File: src/rtl/dbss_pkg.sv
package dbss_pkg;

	localparam int DEPTH_W    = 16;
	localparam int IDX_W      = 20;
	localparam int LVL_W      = 8;
	localparam int DIM_CFG_W  = 11;
	localparam int CFG_DATA_W = 16;
	localparam int CFG_IDX_W  = 3;

	// Restoring divider: one quotient bit per step.
	localparam int DIV_STEPS = LVL_W;
	localparam int STEP_W    = $clog2(DIV_STEPS);
	localparam int NUM_W     = DEPTH_W + LVL_W;

	localparam logic [DEPTH_W-1:0]   NEAR_RST   = 16'd0;
	localparam logic [DEPTH_W-1:0]   FAR_RST    = 16'd65535;
	localparam logic [DIM_CFG_W-1:0] WIDTH_RST  = 11'd640;
	localparam logic [DIM_CFG_W-1:0] HEIGHT_RST = 11'd480;
	localparam logic [LVL_W-1:0]     LVL_MAX    = 8'd255;

	typedef enum logic [CFG_IDX_W-1:0] {
		REG_NEAR   = 3'd0,
		REG_FAR    = 3'd1,
		REG_MIRROR = 3'd2,
		REG_INVERT = 3'd3,
		REG_WIDTH  = 3'd4,
		REG_HEIGHT = 3'd5
	} reg_idx_t;

	typedef enum logic [1:0] {
		ST_IDLE,
		ST_PREP,
		ST_DIV,
		ST_FIN
	} state_t;

	typedef enum logic [1:0] {
		LVL_FULL,
		LVL_ZERO,
		LVL_QUOT
	} lvl_mode_t;

	typedef struct packed {
		logic [DEPTH_W-1:0]   near_th;
		logic [DEPTH_W-1:0]   far_th;
		logic                 mirror;
		logic                 invert;
		logic [DIM_CFG_W-1:0] width;
		logic [DIM_CFG_W-1:0] height;
	} cfg_t;

	typedef struct packed {
		logic capture;
		logic prep;
		logic div_step;
		logic load_out;
	} cmd_t;

endpackage

File: src/rtl/depth_band_segment_and_scale_unit.sv
// Depth band segmentation and 8-bit scaling. Takes one 16-bit depth pixel per
// transaction in source raster order and returns one transaction per pixel:
// the destination index (columns flipped in mirror mode, rows flipped
// otherwise), the depth kept inside the near..far band (0 outside), an 8-bit
// texture level scaled over the band, and on the last pixel of a frame the
// band minimum and maximum. The next pixel is accepted only once the previous one
// has gone through prepare, the 8-step restoring divider that forms the
// texture level and the hand-over to the output register; a finished result waits in the output register
// while the next pixel is taken. Frame size is clamped to 1..MAX_WIDTH by
// 1..MAX_HEIGHT. Write configuration only while no transaction is in flight.
module depth_band_segment_and_scale_unit #(
	parameter int MAX_WIDTH  = 1024,
	parameter int MAX_HEIGHT = 1024
) (
	input  logic                                clk,
	input  logic                                arst_n,
	input  logic                                cfg_we,
	input  logic [dbss_pkg::CFG_IDX_W-1:0]      cfg_index,
	input  logic [dbss_pkg::CFG_DATA_W-1:0]     cfg_data,
	input  logic                                in_valid,
	output logic                                in_ready,
	input  logic [dbss_pkg::DEPTH_W-1:0]        depth_sample,
	output logic                                out_valid,
	input  logic                                out_ready,
	output logic [dbss_pkg::IDX_W-1:0]          dest_index,
	output logic [dbss_pkg::DEPTH_W-1:0]        kept_depth,
	output logic [dbss_pkg::LVL_W-1:0]          texture_level,
	output logic                                frame_done,
	output logic [dbss_pkg::DEPTH_W-1:0]        min_distance,
	output logic [dbss_pkg::DEPTH_W-1:0]        max_distance
);

	dbss_pkg::cfg_t cfg_q;
	dbss_pkg::cmd_t cmd;

	always_ff @(posedge clk or negedge arst_n) begin
		if (!arst_n) begin
			cfg_q.near_th <= dbss_pkg::NEAR_RST;
			cfg_q.far_th  <= dbss_pkg::FAR_RST;
			cfg_q.mirror  <= 1'b0;
			cfg_q.invert  <= 1'b0;
			cfg_q.width   <= dbss_pkg::WIDTH_RST;
			cfg_q.height  <= dbss_pkg::HEIGHT_RST;
		end else if (cfg_we) begin
			unique case (dbss_pkg::reg_idx_t'(cfg_index))
				dbss_pkg::REG_NEAR:   cfg_q.near_th <= cfg_data;
				dbss_pkg::REG_FAR:    cfg_q.far_th  <= cfg_data;
				dbss_pkg::REG_MIRROR: cfg_q.mirror  <= cfg_data[0];
				dbss_pkg::REG_INVERT: cfg_q.invert  <= cfg_data[0];
				dbss_pkg::REG_WIDTH:  cfg_q.width   <= cfg_data[dbss_pkg::DIM_CFG_W-1:0];
				dbss_pkg::REG_HEIGHT: cfg_q.height  <= cfg_data[dbss_pkg::DIM_CFG_W-1:0];
				default: begin
					// drop writes to unused indexes
				end
			endcase
		end
	end

	dbss_ctrl u_ctrl (
		.clk       (clk),
		.arst_n    (arst_n),
		.in_valid  (in_valid),
		.in_ready  (in_ready),
		.out_valid (out_valid),
		.out_ready (out_ready),
		.cmd       (cmd)
	);

	dbss_datapath #(
		.MAX_WIDTH  (MAX_WIDTH),
		.MAX_HEIGHT (MAX_HEIGHT)
	) u_datapath (
		.clk           (clk),
		.arst_n        (arst_n),
		.cfg           (cfg_q),
		.cmd           (cmd),
		.depth_sample  (depth_sample),
		.dest_index    (dest_index),
		.kept_depth    (kept_depth),
		.texture_level (texture_level),
		.frame_done    (frame_done),
		.min_distance  (min_distance),
		.max_distance  (max_distance)
	);

endmodule

File: src/rtl/dbss_ctrl.sv
module dbss_ctrl (
	input  logic                clk,
	input  logic                arst_n,
	input  logic                in_valid,
	output logic                in_ready,
	output logic                out_valid,
	input  logic                out_ready,
	output dbss_pkg::cmd_t      cmd
);

	dbss_pkg::state_t                 state_q, state_d;
	logic [dbss_pkg::STEP_W-1:0]      step_q, step_d;
	logic                             out_valid_q, out_valid_d;

	always_ff @(posedge clk or negedge arst_n) begin
		if (!arst_n) begin
			state_q     <= dbss_pkg::ST_IDLE;
			step_q      <= '0;
			out_valid_q <= 1'b0;
		end else begin
			state_q     <= state_d;
			step_q      <= step_d;
			out_valid_q <= out_valid_d;
		end
	end

	always_comb begin
		state_d  = state_q;
		step_d   = step_q;
		cmd      = '0;
		in_ready = 1'b0;
		unique case (state_q)
			dbss_pkg::ST_IDLE: begin
				in_ready = 1'b1;
				if (in_valid) begin
					cmd.capture = 1'b1;
					state_d     = dbss_pkg::ST_PREP;
				end
			end
			dbss_pkg::ST_PREP: begin
				cmd.prep = 1'b1;
				step_d   = '0;
				state_d  = dbss_pkg::ST_DIV;
			end
			dbss_pkg::ST_DIV: begin
				cmd.div_step = 1'b1;
				step_d       = step_q + 1'b1;
				if (step_q == dbss_pkg::STEP_W'(dbss_pkg::DIV_STEPS - 1)) begin
					state_d = dbss_pkg::ST_FIN;
				end
			end
			dbss_pkg::ST_FIN: begin
				// hold the result until the output register is free
				if (!out_valid_q || out_ready) begin
					cmd.load_out = 1'b1;
					state_d      = dbss_pkg::ST_IDLE;
				end
			end
			default: begin
				state_d = dbss_pkg::ST_IDLE;
			end
		endcase
		out_valid_d = cmd.load_out | (out_valid_q & ~out_ready);
	end

	assign out_valid = out_valid_q;

endmodule

File: src/rtl/dbss_datapath.sv
module dbss_datapath #(
	parameter int MAX_WIDTH  = 1024,
	parameter int MAX_HEIGHT = 1024
) (
	input  logic                            clk,
	input  logic                            arst_n,
	input  dbss_pkg::cfg_t                  cfg,
	input  dbss_pkg::cmd_t                  cmd,
	input  logic [dbss_pkg::DEPTH_W-1:0]    depth_sample,
	output logic [dbss_pkg::IDX_W-1:0]      dest_index,
	output logic [dbss_pkg::DEPTH_W-1:0]    kept_depth,
	output logic [dbss_pkg::LVL_W-1:0]      texture_level,
	output logic                            frame_done,
	output logic [dbss_pkg::DEPTH_W-1:0]    min_distance,
	output logic [dbss_pkg::DEPTH_W-1:0]    max_distance
);

	localparam int CW = $clog2(MAX_WIDTH);
	localparam int RW = $clog2(MAX_HEIGHT);
	localparam int WW = $clog2(MAX_WIDTH + 1);
	localparam int HW = $clog2(MAX_HEIGHT + 1);
	localparam int PW = WW + HW + 1;
	localparam int DW = dbss_pkg::DEPTH_W;
	localparam int NW = dbss_pkg::NUM_W;
	localparam int LW = dbss_pkg::LVL_W;

	// frame position and statistics
	logic [CW-1:0] col_q;
	logic [RW-1:0] row_q;
	logic [DW-1:0] min_q, max_q;

	// accepted sample and prepared per-pixel values
	logic [DW-1:0]             pix_q;
	logic [dbss_pkg::IDX_W-1:0] dest_q;
	logic [DW-1:0]             kept_q;
	logic                      done_q;
	logic [DW-1:0]             mn_q, mx_q;
	dbss_pkg::lvl_mode_t       mode_q;
	logic                      inv_q;

	// divider
	logic [NW-1:0] rem_q, dsh_q;
	logic [LW-1:0] quo_q;

	// output register
	logic [dbss_pkg::IDX_W-1:0] dest_out_q;
	logic [DW-1:0]              kept_out_q;
	logic [LW-1:0]              lvl_out_q;
	logic                       done_out_q;
	logic [DW-1:0]              mn_out_q, mx_out_q;

	logic [WW-1:0] w_c;
	logic [HW-1:0] h_c;
	logic          col_wrap, row_over, frame_start;
	logic [HW-1:0] row_a1;
	logic [CW-1:0] col_a1, col_a;
	logic [RW-1:0] row_a;
	logic [DW-1:0] min_base, max_base, min_n, max_n;
	logic          ge_near, le_far;
	logic [DW-1:0] p1, kept_c;
	logic [HW-1:0] mul_a;
	logic [WW-1:0] add_b;
	logic [PW-1:0] dest_sum;
	logic          done_c;
	logic [DW-1:0] mn_c, mx_c;
	logic [WW-1:0] col_i;
	logic [HW-1:0] row_i;
	logic [DW-1:0] diff, den;
	logic [NW-1:0] num;
	dbss_pkg::lvl_mode_t mode_c;
	logic [LW-1:0] lvl_c;

	always_comb begin
		if (cfg.width == '0) begin
			w_c = WW'(1);
		end else if (32'(cfg.width) > 32'(MAX_WIDTH)) begin
			w_c = WW'(MAX_WIDTH);
		end else begin
			w_c = WW'(cfg.width);
		end
		if (cfg.height == '0) begin
			h_c = HW'(1);
		end else if (32'(cfg.height) > 32'(MAX_HEIGHT)) begin
			h_c = HW'(MAX_HEIGHT);
		end else begin
			h_c = HW'(cfg.height);
		end

		// position fix-up for geometry that shrank under the counters
		col_wrap = WW'(col_q) >= w_c;
		row_a1   = col_wrap ? HW'(row_q) + HW'(1) : HW'(row_q);
		col_a1   = col_wrap ? '0 : col_q;
		row_over = row_a1 >= h_c;
		row_a    = row_over ? '0 : row_a1[RW-1:0];
		col_a    = row_over ? '0 : col_a1;
		frame_start = (row_a == '0) && (col_a == '0);

		min_base = frame_start ? cfg.far_th : min_q;
		max_base = frame_start ? cfg.near_th : max_q;

		// the minimum sees the raw sample, the maximum sees it after the near cut
		ge_near = pix_q >= cfg.near_th;
		min_n   = (ge_near && (min_base > pix_q)) ? pix_q : min_base;
		p1      = ge_near ? pix_q : '0;
		le_far  = p1 <= cfg.far_th;
		max_n   = (le_far && (max_base < p1)) ? p1 : max_base;
		kept_c  = le_far ? p1 : '0;

		if (cfg.mirror) begin
			mul_a = HW'(row_a);
			add_b = w_c - WW'(1) - WW'(col_a);
		end else begin
			mul_a = h_c - HW'(1) - HW'(row_a);
			add_b = WW'(col_a);
		end
		dest_sum = PW'(mul_a) * PW'(w_c) + PW'(add_b);

		done_c = (WW'(col_a) == w_c - WW'(1)) && (HW'(row_a) == h_c - HW'(1));
		mn_c   = '0;
		mx_c   = '0;
		if (done_c) begin
			mn_c = (min_n == cfg.far_th) ? cfg.near_th : min_n;
			mx_c = (max_n == cfg.near_th) ? cfg.far_th : max_n;
		end

		col_i = WW'(col_a) + WW'(1);
		row_i = HW'(row_a) + HW'(1);

		// 255 * (v - near) as (diff << 8) - diff
		diff = kept_c - cfg.near_th;
		den  = cfg.far_th - cfg.near_th;
		num  = {diff, {LW{1'b0}}} - NW'(diff);

		priority if (kept_c < cfg.near_th) begin
			mode_c = dbss_pkg::LVL_FULL;
		end else if (cfg.far_th <= cfg.near_th) begin
			mode_c = dbss_pkg::LVL_ZERO;
		end else begin
			mode_c = dbss_pkg::LVL_QUOT;
		end

		unique case (mode_q)
			dbss_pkg::LVL_FULL: lvl_c = dbss_pkg::LVL_MAX;
			dbss_pkg::LVL_ZERO: lvl_c = '0;
			dbss_pkg::LVL_QUOT: lvl_c = inv_q ? ~quo_q : quo_q;
			default:            lvl_c = '0;
		endcase
	end

	always_ff @(posedge clk or negedge arst_n) begin
		if (!arst_n) begin
			col_q <= '0;
			row_q <= '0;
			min_q <= dbss_pkg::FAR_RST;
			max_q <= dbss_pkg::NEAR_RST;
		end else if (cmd.prep) begin
			min_q <= min_n;
			max_q <= max_n;
			// advance the raster position, wrap at row and frame end
			if (col_i >= w_c) begin
				col_q <= '0;
				row_q <= (row_i >= h_c) ? '0 : row_i[RW-1:0];
			end else begin
				col_q <= col_i[CW-1:0];
				row_q <= row_a;
			end
		end
	end

	always_ff @(posedge clk) begin
		if (cmd.capture) begin
			pix_q <= depth_sample;
		end
		if (cmd.prep) begin
			dest_q <= dbss_pkg::IDX_W'(dest_sum);
			kept_q <= kept_c;
			done_q <= done_c;
			mn_q   <= mn_c;
			mx_q   <= mx_c;
			mode_q <= mode_c;
			inv_q  <= cfg.invert;
			rem_q  <= num;
			dsh_q  <= NW'({den, {(LW-1){1'b0}}});
			quo_q  <= '0;
		end else if (cmd.div_step) begin
			if (rem_q >= dsh_q) begin
				rem_q <= rem_q - dsh_q;
				quo_q <= {quo_q[LW-2:0], 1'b1};
			end else begin
				quo_q <= {quo_q[LW-2:0], 1'b0};
			end
			dsh_q <= dsh_q >> 1;
		end
		if (cmd.load_out) begin
			dest_out_q <= dest_q;
			kept_out_q <= kept_q;
			lvl_out_q  <= lvl_c;
			done_out_q <= done_q;
			mn_out_q   <= mn_q;
			mx_out_q   <= mx_q;
		end
	end

	assign dest_index    = dest_out_q;
	assign kept_depth    = kept_out_q;
	assign texture_level = lvl_out_q;
	assign frame_done    = done_out_q;
	assign min_distance  = mn_out_q;
	assign max_distance  = mx_out_q;

endmodule

File: config.mk
export PLATFORM = sky130hd
export DESIGN_NAME = depth_band_segment_and_scale_unit
export DESIGN_NICKNAME = d
export VERILOG_FILES = /design/src/rtl/dbss_pkg.sv /design/src/rtl/depth_band_segment_and_scale_unit.sv /design/src/rtl/dbss_ctrl.sv /design/src/rtl/dbss_datapath.sv
export SDC_FILE = /design/constraint.sdc
export NUM_CORES = 1
export LEC_CHECK = 0
export ABC_CLOCK_PERIOD_IN_PS = 18000
export BUFFER_PORTS_ARGS = -buffer_cell sky130_fd_sc_hd__buf_2
export CELL_PAD_IN_SITES_DETAIL_PLACEMENT = 2
export CELL_PAD_IN_SITES_GLOBAL_PLACEMENT = 2
export CORE_MARGIN = 3
export CORE_UTILIZATION = 44
export CTS_CLUSTER_DIAMETER = 200
export DETAILED_ROUTE_END_ITERATION = 10
export GPL_ROUTABILITY_DRIVEN = 0
export PLACE_DENSITY_LB_ADDON = 0.1
export SETUP_SLACK_MARGIN = 0.02
export SKIP_LAST_GASP = 1
export SLEW_MARGIN = 20
export SYNTH_ARGS = -nofsm -noshare
export SYNTH_HDL_FRONTEND = slang
export SYNTH_HIERARCHICAL = 1
export SYNTH_SLANG_ARGS = --single-unit
File: constraint.sdc
create_clock -name clk -period 18 [get_ports clk]
set_clock_uncertainty 0.15 [all_clocks]
set_input_delay 1.8 -clock clk [delete_from_list [all_inputs] [get_ports clk]]
set_output_delay 1.8 -clock clk [all_outputs]
set_load 0.05 [all_outputs]
## Word level (Yosys, flattened, before mapping)

Index checks and enable logic that the tools add are counted.

| cells by class | value |
|---|---|
| add/sub/neg operators | 13 |
| multipliers | 1 |
| div/mod/pow operators | 0 |
| $lt $le $gt $ge | 13 |
| eq/ne operators | 17 |
| shifts and indexed selects | 0 |
| multiplexer cells | 42 |
| bitwise gates (word level) | 4 |
| reductions and logical operators | 24 |

Operator list:

| operator | count |
|---|---|
| two-way mux 16 bit | 8 |
| two-way mux 11 bit | 7 |
| two-way mux 24 bit | 3 |
| two-way mux 10 bit | 6 |
| two-way mux 23 bit | 2 |
| adder 10 x 1 -> 11 bit, second input constant | 3 |
| >= comparator 11 bit | 3 |
| == test 16 bit | 2 |
| less-or-equal comparator 16 bit | 2 |
| less-than comparator 16 bit | 2 |
| subtractor 16 bit | 2 |
| >= comparator 24 x 23 -> 1 bit | 1 |
| subtractor 24 x 16 -> 24 bit | 1 |
| subtractor 24 x 23 -> 24 bit | 1 |
| == test 10 x 11 -> 1 bit | 2 |
| > comparator 11 bit, second input constant | 2 |
| logical NOT 11 bit | 2 |
| subtractor 11 x 1 -> 11 bit, second input constant | 2 |
| subtractor 11 x 10 -> 11 bit | 2 |
| adder 20 x 11 -> 20 bit | 1 |
| logical NOT 10 bit | 2 |
| multiplier 11 x 11 -> 20 bit | 1 |
| >= comparator 16 bit | 1 |
| > comparator 16 bit | 1 |
| other kinds (27) | 55 |

| storage, ports and cells | value |
|---|---|
| bits in registers | 334 |
| bits in latches | 0 |
| memory bits (writable) | 0 |
| ROM bits | 0 |
| bits of input ports | 40 |
| output and inout port bits | 79 |
| word-level logic and storage cells | 145 |
| memories | 0 |

## Longest topological paths before layout

| logic depth | value |
|---|---|
| word-level depth | 15 |
| depth in mapped cells | 53 |
| gate-level depth less buffers | 49 |

## By module

Netlist, hierarchy kept.

By module, submodules not included:

| module | instances | cells an instance | area each (um^2) | seq. area each (um^2) |
|---|---|---|---|---|
| dbss_datapath | 1 | 2,478 | 23,369.9 | 7,777.5 |
| depth_band_segment_and_scale_unit | 1 | 123 | 2,170.8 | 1,428.9 |
| dbss_ctrl | 1 | 34 | 352.8 | 150.1 |

## Least setup slack after synthesis

Ideal clock, no wire load.

| timing path | value |
|---|---|
| path type | register to register |
| start | register cfg_q[17] (netlist bit) |
| end | register u_datapath/dest_q[19] (netlist bit) (data pin) |
| library setup time | 0.264 ns |
| data arrival time | 10.381 ns |
| required time | 17.586 ns |
| slack | 7.206 ns |
| cell stages (with the launch flop) | 50 |
| buffers on the path | 4 |
| clock period less this slack | 10.794 ns |
| cells stage by stage | dfrtp_1 > nor4_1 > a31oi_1 > or2_2 > inv_1 > clkbuf_1 > ha_1 > nand2b_1 > a31oi_1 > o21bai_1 > a21o_1 > buf_6 > a32o_2 > ha_1 > or4_1 > a211oi_1 > o21ai_1 > nand2_1 > (+14 left out) > inv_1 > fa_1 > inv_1 > fa_1 > inv_1 > fa_1 > inv_1 > fa_1 > inv_1 > ha_1 > a21boi_0 > o21ai_0 > a21boi_0 > o21ai_0 > a211o_1 > o211ai_1 > a31oi_1 > xor2_1 |

| between the ends | value |
|---|---|
| longest elaborated chain between the ends | 11 |
| elaborated cells on any way between the ends | 17 |
| those cells by class | add/sub: 4; mul: 1; order compare: 3; mux: 8; reduce/logical: 1 |

Ends and longest elaborated chain:

| element | RTL line | source |
|---|---|---|
| start, declared | depth_band_segment_and_scale_unit.sv:33 | `dbss_pkg::cfg_t cfg_q;` |
| > comparator 11 bit | dbss_datapath.sv:76 | `end else if (32'(cfg.width) > 32'(MAX_WIDTH)) begin` |
| two-way mux 11 bit | dbss_datapath.sv:76 |  |
| two-way mux 11 bit (*) | dbss_datapath.sv:74 | `if (cfg.width == '0) begin` |
| >= comparator 10 x 11 -> 1 bit | dbss_datapath.sv:90 | `col_wrap = WW'(col_q) >= w_c;` |
| two-way mux 11 bit | dbss_datapath.sv:91 | `row_a1 = col_wrap ? HW'(row_q) + HW'(1) : HW'(row_q);` |
| >= comparator 11 bit | dbss_datapath.sv:93 | `row_over = row_a1 >= h_c;` |
| two-way mux 10 bit | dbss_datapath.sv:94 | `row_a = row_over ? '0 : row_a1[RW-1:0];` |
| subtractor 11 x 10 -> 11 bit | dbss_datapath.sv:113 | `mul_a = h_c - HW'(1) - HW'(row_a);` |
| two-way mux 11 bit | dbss_datapath.sv:109 | `if (cfg.mirror) begin` |
| multiplier 11 x 11 -> 20 bit | dbss_datapath.sv:116 | `dest_sum = PW'(mul_a) * PW'(w_c) + PW'(add_b);` |
| adder 20 x 11 -> 20 bit (*) | dbss_datapath.sv:116 |  |
| named net u_datapath.dest_sum[19] | dbss_datapath.sv:63 | `logic [PW-1:0] dest_sum;` |
| end signal, assigned | dbss_datapath.sv:175 | `dest_q <= dbss_pkg::IDX_W'(dest_sum);` |
| end, declared | dbss_datapath.sv:34 | `logic [dbss_pkg::IDX_W-1:0] dest_q;` |

The timed path passes the listed nets; every way through them passes the cells marked *.
A chain may end at the register's enable or synchronous reset.

## Worst setup path in the final report

| timing path | value |
|---|---|
| start | register cfg_q[21] (netlist bit) |
| end | register u_datapath/dest_q[19] (netlist bit) (data pin) |

The elaborated chain is that of the path after synthesis.

==> results_dict.tcl <==
set metrics [dict create \
    status "complete, no violations" \
    wire_per_inst_um 27.6 \
    max_stage_delay_ns 0.85 \
    vias 21331 \
    synthAdderAreaFrac_pct 19.5 \
    ctsHoldBuffers 0 \
    yosysTopAreaCellShare_pct 23.8 \
    worstPathArrival_ns 14.09 \
    max_freq_mhz 71.9 \
    drtPass1Iterations 5 \
    die-area_sq_mm 0.0618 \
    drc 0 \
    grtUsageMet3_pct 3.61 \
    ys_seq_area_share_pct 36.1 \
    core_area_sq_mm 0.0579 \
    busiest_layer "met2" \
    synth_top_family_by_area "adder cells" \
    nets 3122 \
    final-max-slew-violation-count 0 \
    r2r_slack_ns 4.10 \
    cts_root_buffer "clkbuf_16" \
    cp_slowest_cell "a21oi_1" \
    worstSetupEndpoint "u_datapath/dest_q[19]" \
    grt_pass1_wl_mm 150 \
    cts_tree "built" \
    h-tree-depth 2 \
    seq_area_sq_mm 0.00936 \
    maxSlewHeadroom_pct 25.4 \
    track_usage_pct 31.2 \
    synth_area_leaders "edfxtp_1 24%, ha_1 12%, dfrtp_1 7.3%" \
    crit_start "cfg_q[21]" \
    maxCapViolCount 0 \
    hold_viol_final 0 \
    post_cts_buffers 0 \
    layout_commonest_cell "inv_1" \
    dp_cells 3455 \
    clockBufferDepth 3 \
    critPathLaunchType "register" \
    reg2reg_to "u_datapath/dest_q[19]" \
    fp-row-count 88 \
    path_max_fanout 18 \
    netlist_area_sq_mm 0.0259 \
    syn_area_per_cell_sq_um 9.83 \
    setup_violations 0 \
    worst_pin_slew_ns 1.12 \
    via_per_inst 6.03 \
    cts_sinks 334 \
    start_util_pct 44.7 \
    use_met1_pct 40.3 \
    synth-edff-count 205 \
    antenna_found_initial 1 \
    clk_pin_slew_worst_paths_ns 0.06 \
    drt-initial-drc-count 1424 \
    grt_pass1_vias 24043 \
    async_reset_ff_share_pct 34.1 \
    synth-main-ff-cell "edfxtp_1" \
    drt_wl_total_mm 97.6 \
    met2_usage_pct 53.5 \
    synth-seq-cells 334 \
    crit_required_ns 18.19 \
    synthMuxAreaShare_pct 6.83 \
    clk_latency_ns 0.61 \
    synth_nets 3022 \
    yosysTopAreaCell "edfxtp_1" \
    syn-instance-count 2635 \
    path_class "reg2reg" \
    fillerInstances 6106 \
    multi_input_area_sq_mm 0.0151 \
    hold_class "reg2reg" \
    grt_max_degree 180 \
    ant_nets 0 \
    worstReg2RegStart "cfg_q[21]" \
    dp_hpwl_mm 74.1 \
    yosysUniqueCellTypes 87 \
    place.port_buffers 118 \
    rsz0062_at_grt "false" \
    ios 119 \
    cts_made_buffers 43 \
    worst_r2r_path_depth 44 \
    die_w_um 249 \
    tns_ns 0 \
    postPlaceCellArea_sq_mm 0.0273 \
    die_y_um 249 \
    cts_resized 0 \
    fin_crit_sh_pct 77.2 \
    endpoint_kind "register" \
    drive_gt1_share_pct 14.1 \
    utilization_pct 49.7 \
    post-route-cell-area_sq_mm 0.0288 \
    synth_compound_area_share_pct 12.5 \
    synth-simple-area-share_pct 13.4 \
    most-common-layout-cells "289 x inv_1, 251 x ha_1, 224 x nor2_1" \
    syn_to_final_growth_pct 11.1 \
    yosys_warnings 6 \
    period_needed_ns 13.90 \
    fin_cells 3536 \
    synthXorXnorAreaFrac_pct 5.84 \
    overflow 0 \
]
==> worst min path at each step <==
stage / from / endpoint / slack [ns] / cells after the start
2_1_floorplan: u_datapath/dest_q[0] / u_datapath/dest_index[0] / 0.25 / 0
3_3_place_gp: u_datapath/dest_q[8] / u_datapath/dest_index[8] / 0.25 / 0
3_5_place_dp: u_datapath/mx_q[7] / u_datapath/max_distance[7] / 0.26 / 0
4_1_cts: u_datapath/dest_q[10] / u_datapath/dest_index[10] / 0.27 / 0
5_1_grt: u_datapath/mn_q[13] / u_datapath/min_distance[13] / 0.27 / 0
6_report: u_datapath/dest_q[10] / u_datapath/dest_index[10] / 0.27 / 0
==> cell usage after synthesis, types with 8 or more instances <==
library cell and instances:
ha_1 252, mux2i_1 53, o21ai_0 112, inv_1 289, a211oi_1 9, xnor2_1 105, a21o_1 59, dfxtp_1 15
buf_2 10, and3_1 8, nor2_1 224, a21boi_0 11, nand2b_1 31, clkbuf_1 56, mux2_2 109, fa_1 95
edfxtp_1 205, a21oi_1 176, a31oi_1 18, nand3_1 69, or2_2 9, dfstp_2 38, nor2b_1 30, o31ai_1 16
a32oi_1 9, nor3_1 38, nand4_1 28, o21a_1 22, buf_1 9, dfrtp_1 76, nand2_1 202, nor4_1 17
or3_1 11, xor2_1 64, and2_1 18, o211ai_1 10
==> state kept, by name, indices dropped and copies added, names as in the netlist, 2 cells and up <==
register                  flops
cfg_q                        56
u_ctrl/state_q                2
u_ctrl/step_q                 3
u_datapath/col_q             10
u_datapath/dest_index        20
u_datapath/dest_q            20
u_datapath/dsh_q             23
u_datapath/kept_depth        16
u_datapath/kept_q            16
u_datapath/max_distance      16
u_datapath/max_q             16
u_datapath/min_distance      16
u_datapath/min_q             16
u_datapath/mn_q              16
u_datapath/mode_q             2
u_datapath/mx_q              16
u_datapath/pix_q             16
u_datapath/quo_q              8
u_datapath/rem_q             24
u_datapath/row_q             10
u_datapath/texture_level      8
==> cells by family after synthesis <==
group,count (synthesis)
adder cells (fa/ha/maj),347
AND/OR/NAND/NOR,727
XOR/XNOR,171
AO/OA/AOI/OAI,515
flip-flops,334
multiplexers,163
buffers and inverters,378
==> layout make-up <==
class	instances	share of cell area, %
diodes	1	0.00870
clock buffers	55	4.10
clock inverters	25	1.10
inverters	294	3.83
multi-input cells	1923	52.4
flip-flops and latches	334	32.5
well taps	765	3.33
repair buffers	139	2.68
==> critical path: cells and delay by family, from the launching register on <==
| family | cells | cell delay [ns] |
|---|---|---|
| AO/OA/AOI/OAI | 22 | 5.89 |
| adder cells (fa/ha/maj) | 9 | 3.80 |
| AND/OR/NAND/NOR | 6 | 2.05 |
| flip-flops | 1 | 0.59 |
| buffers and inverters | 5 | 0.57 |
| XOR/XNOR | 2 | 0.56 |
==> per-layer routing <==
layer,share of wire [%],vias to the layer above
met5,0.011,-
met2,49,658
met3,4.5,216
met1,42,11030
li1,-,9425
met4,4.2,2
==> stage by stage <==
step / worst slack (ns) / hold slack [ns]
2_1_floorplan: 7.21 / 0.250
3_3_place_gp: 5.34 / 0.250
3_5_place_dp: 4.32 / 0.256
4_1_cts: 4.26 / 0.271
5_1_grt: 3.00 / 0.274
6_report: 4.10 / 0.270
Power is left out: the tool's default activity adds up to more than one toggle a clock period on the data nets, which glitch-free logic cannot reach.
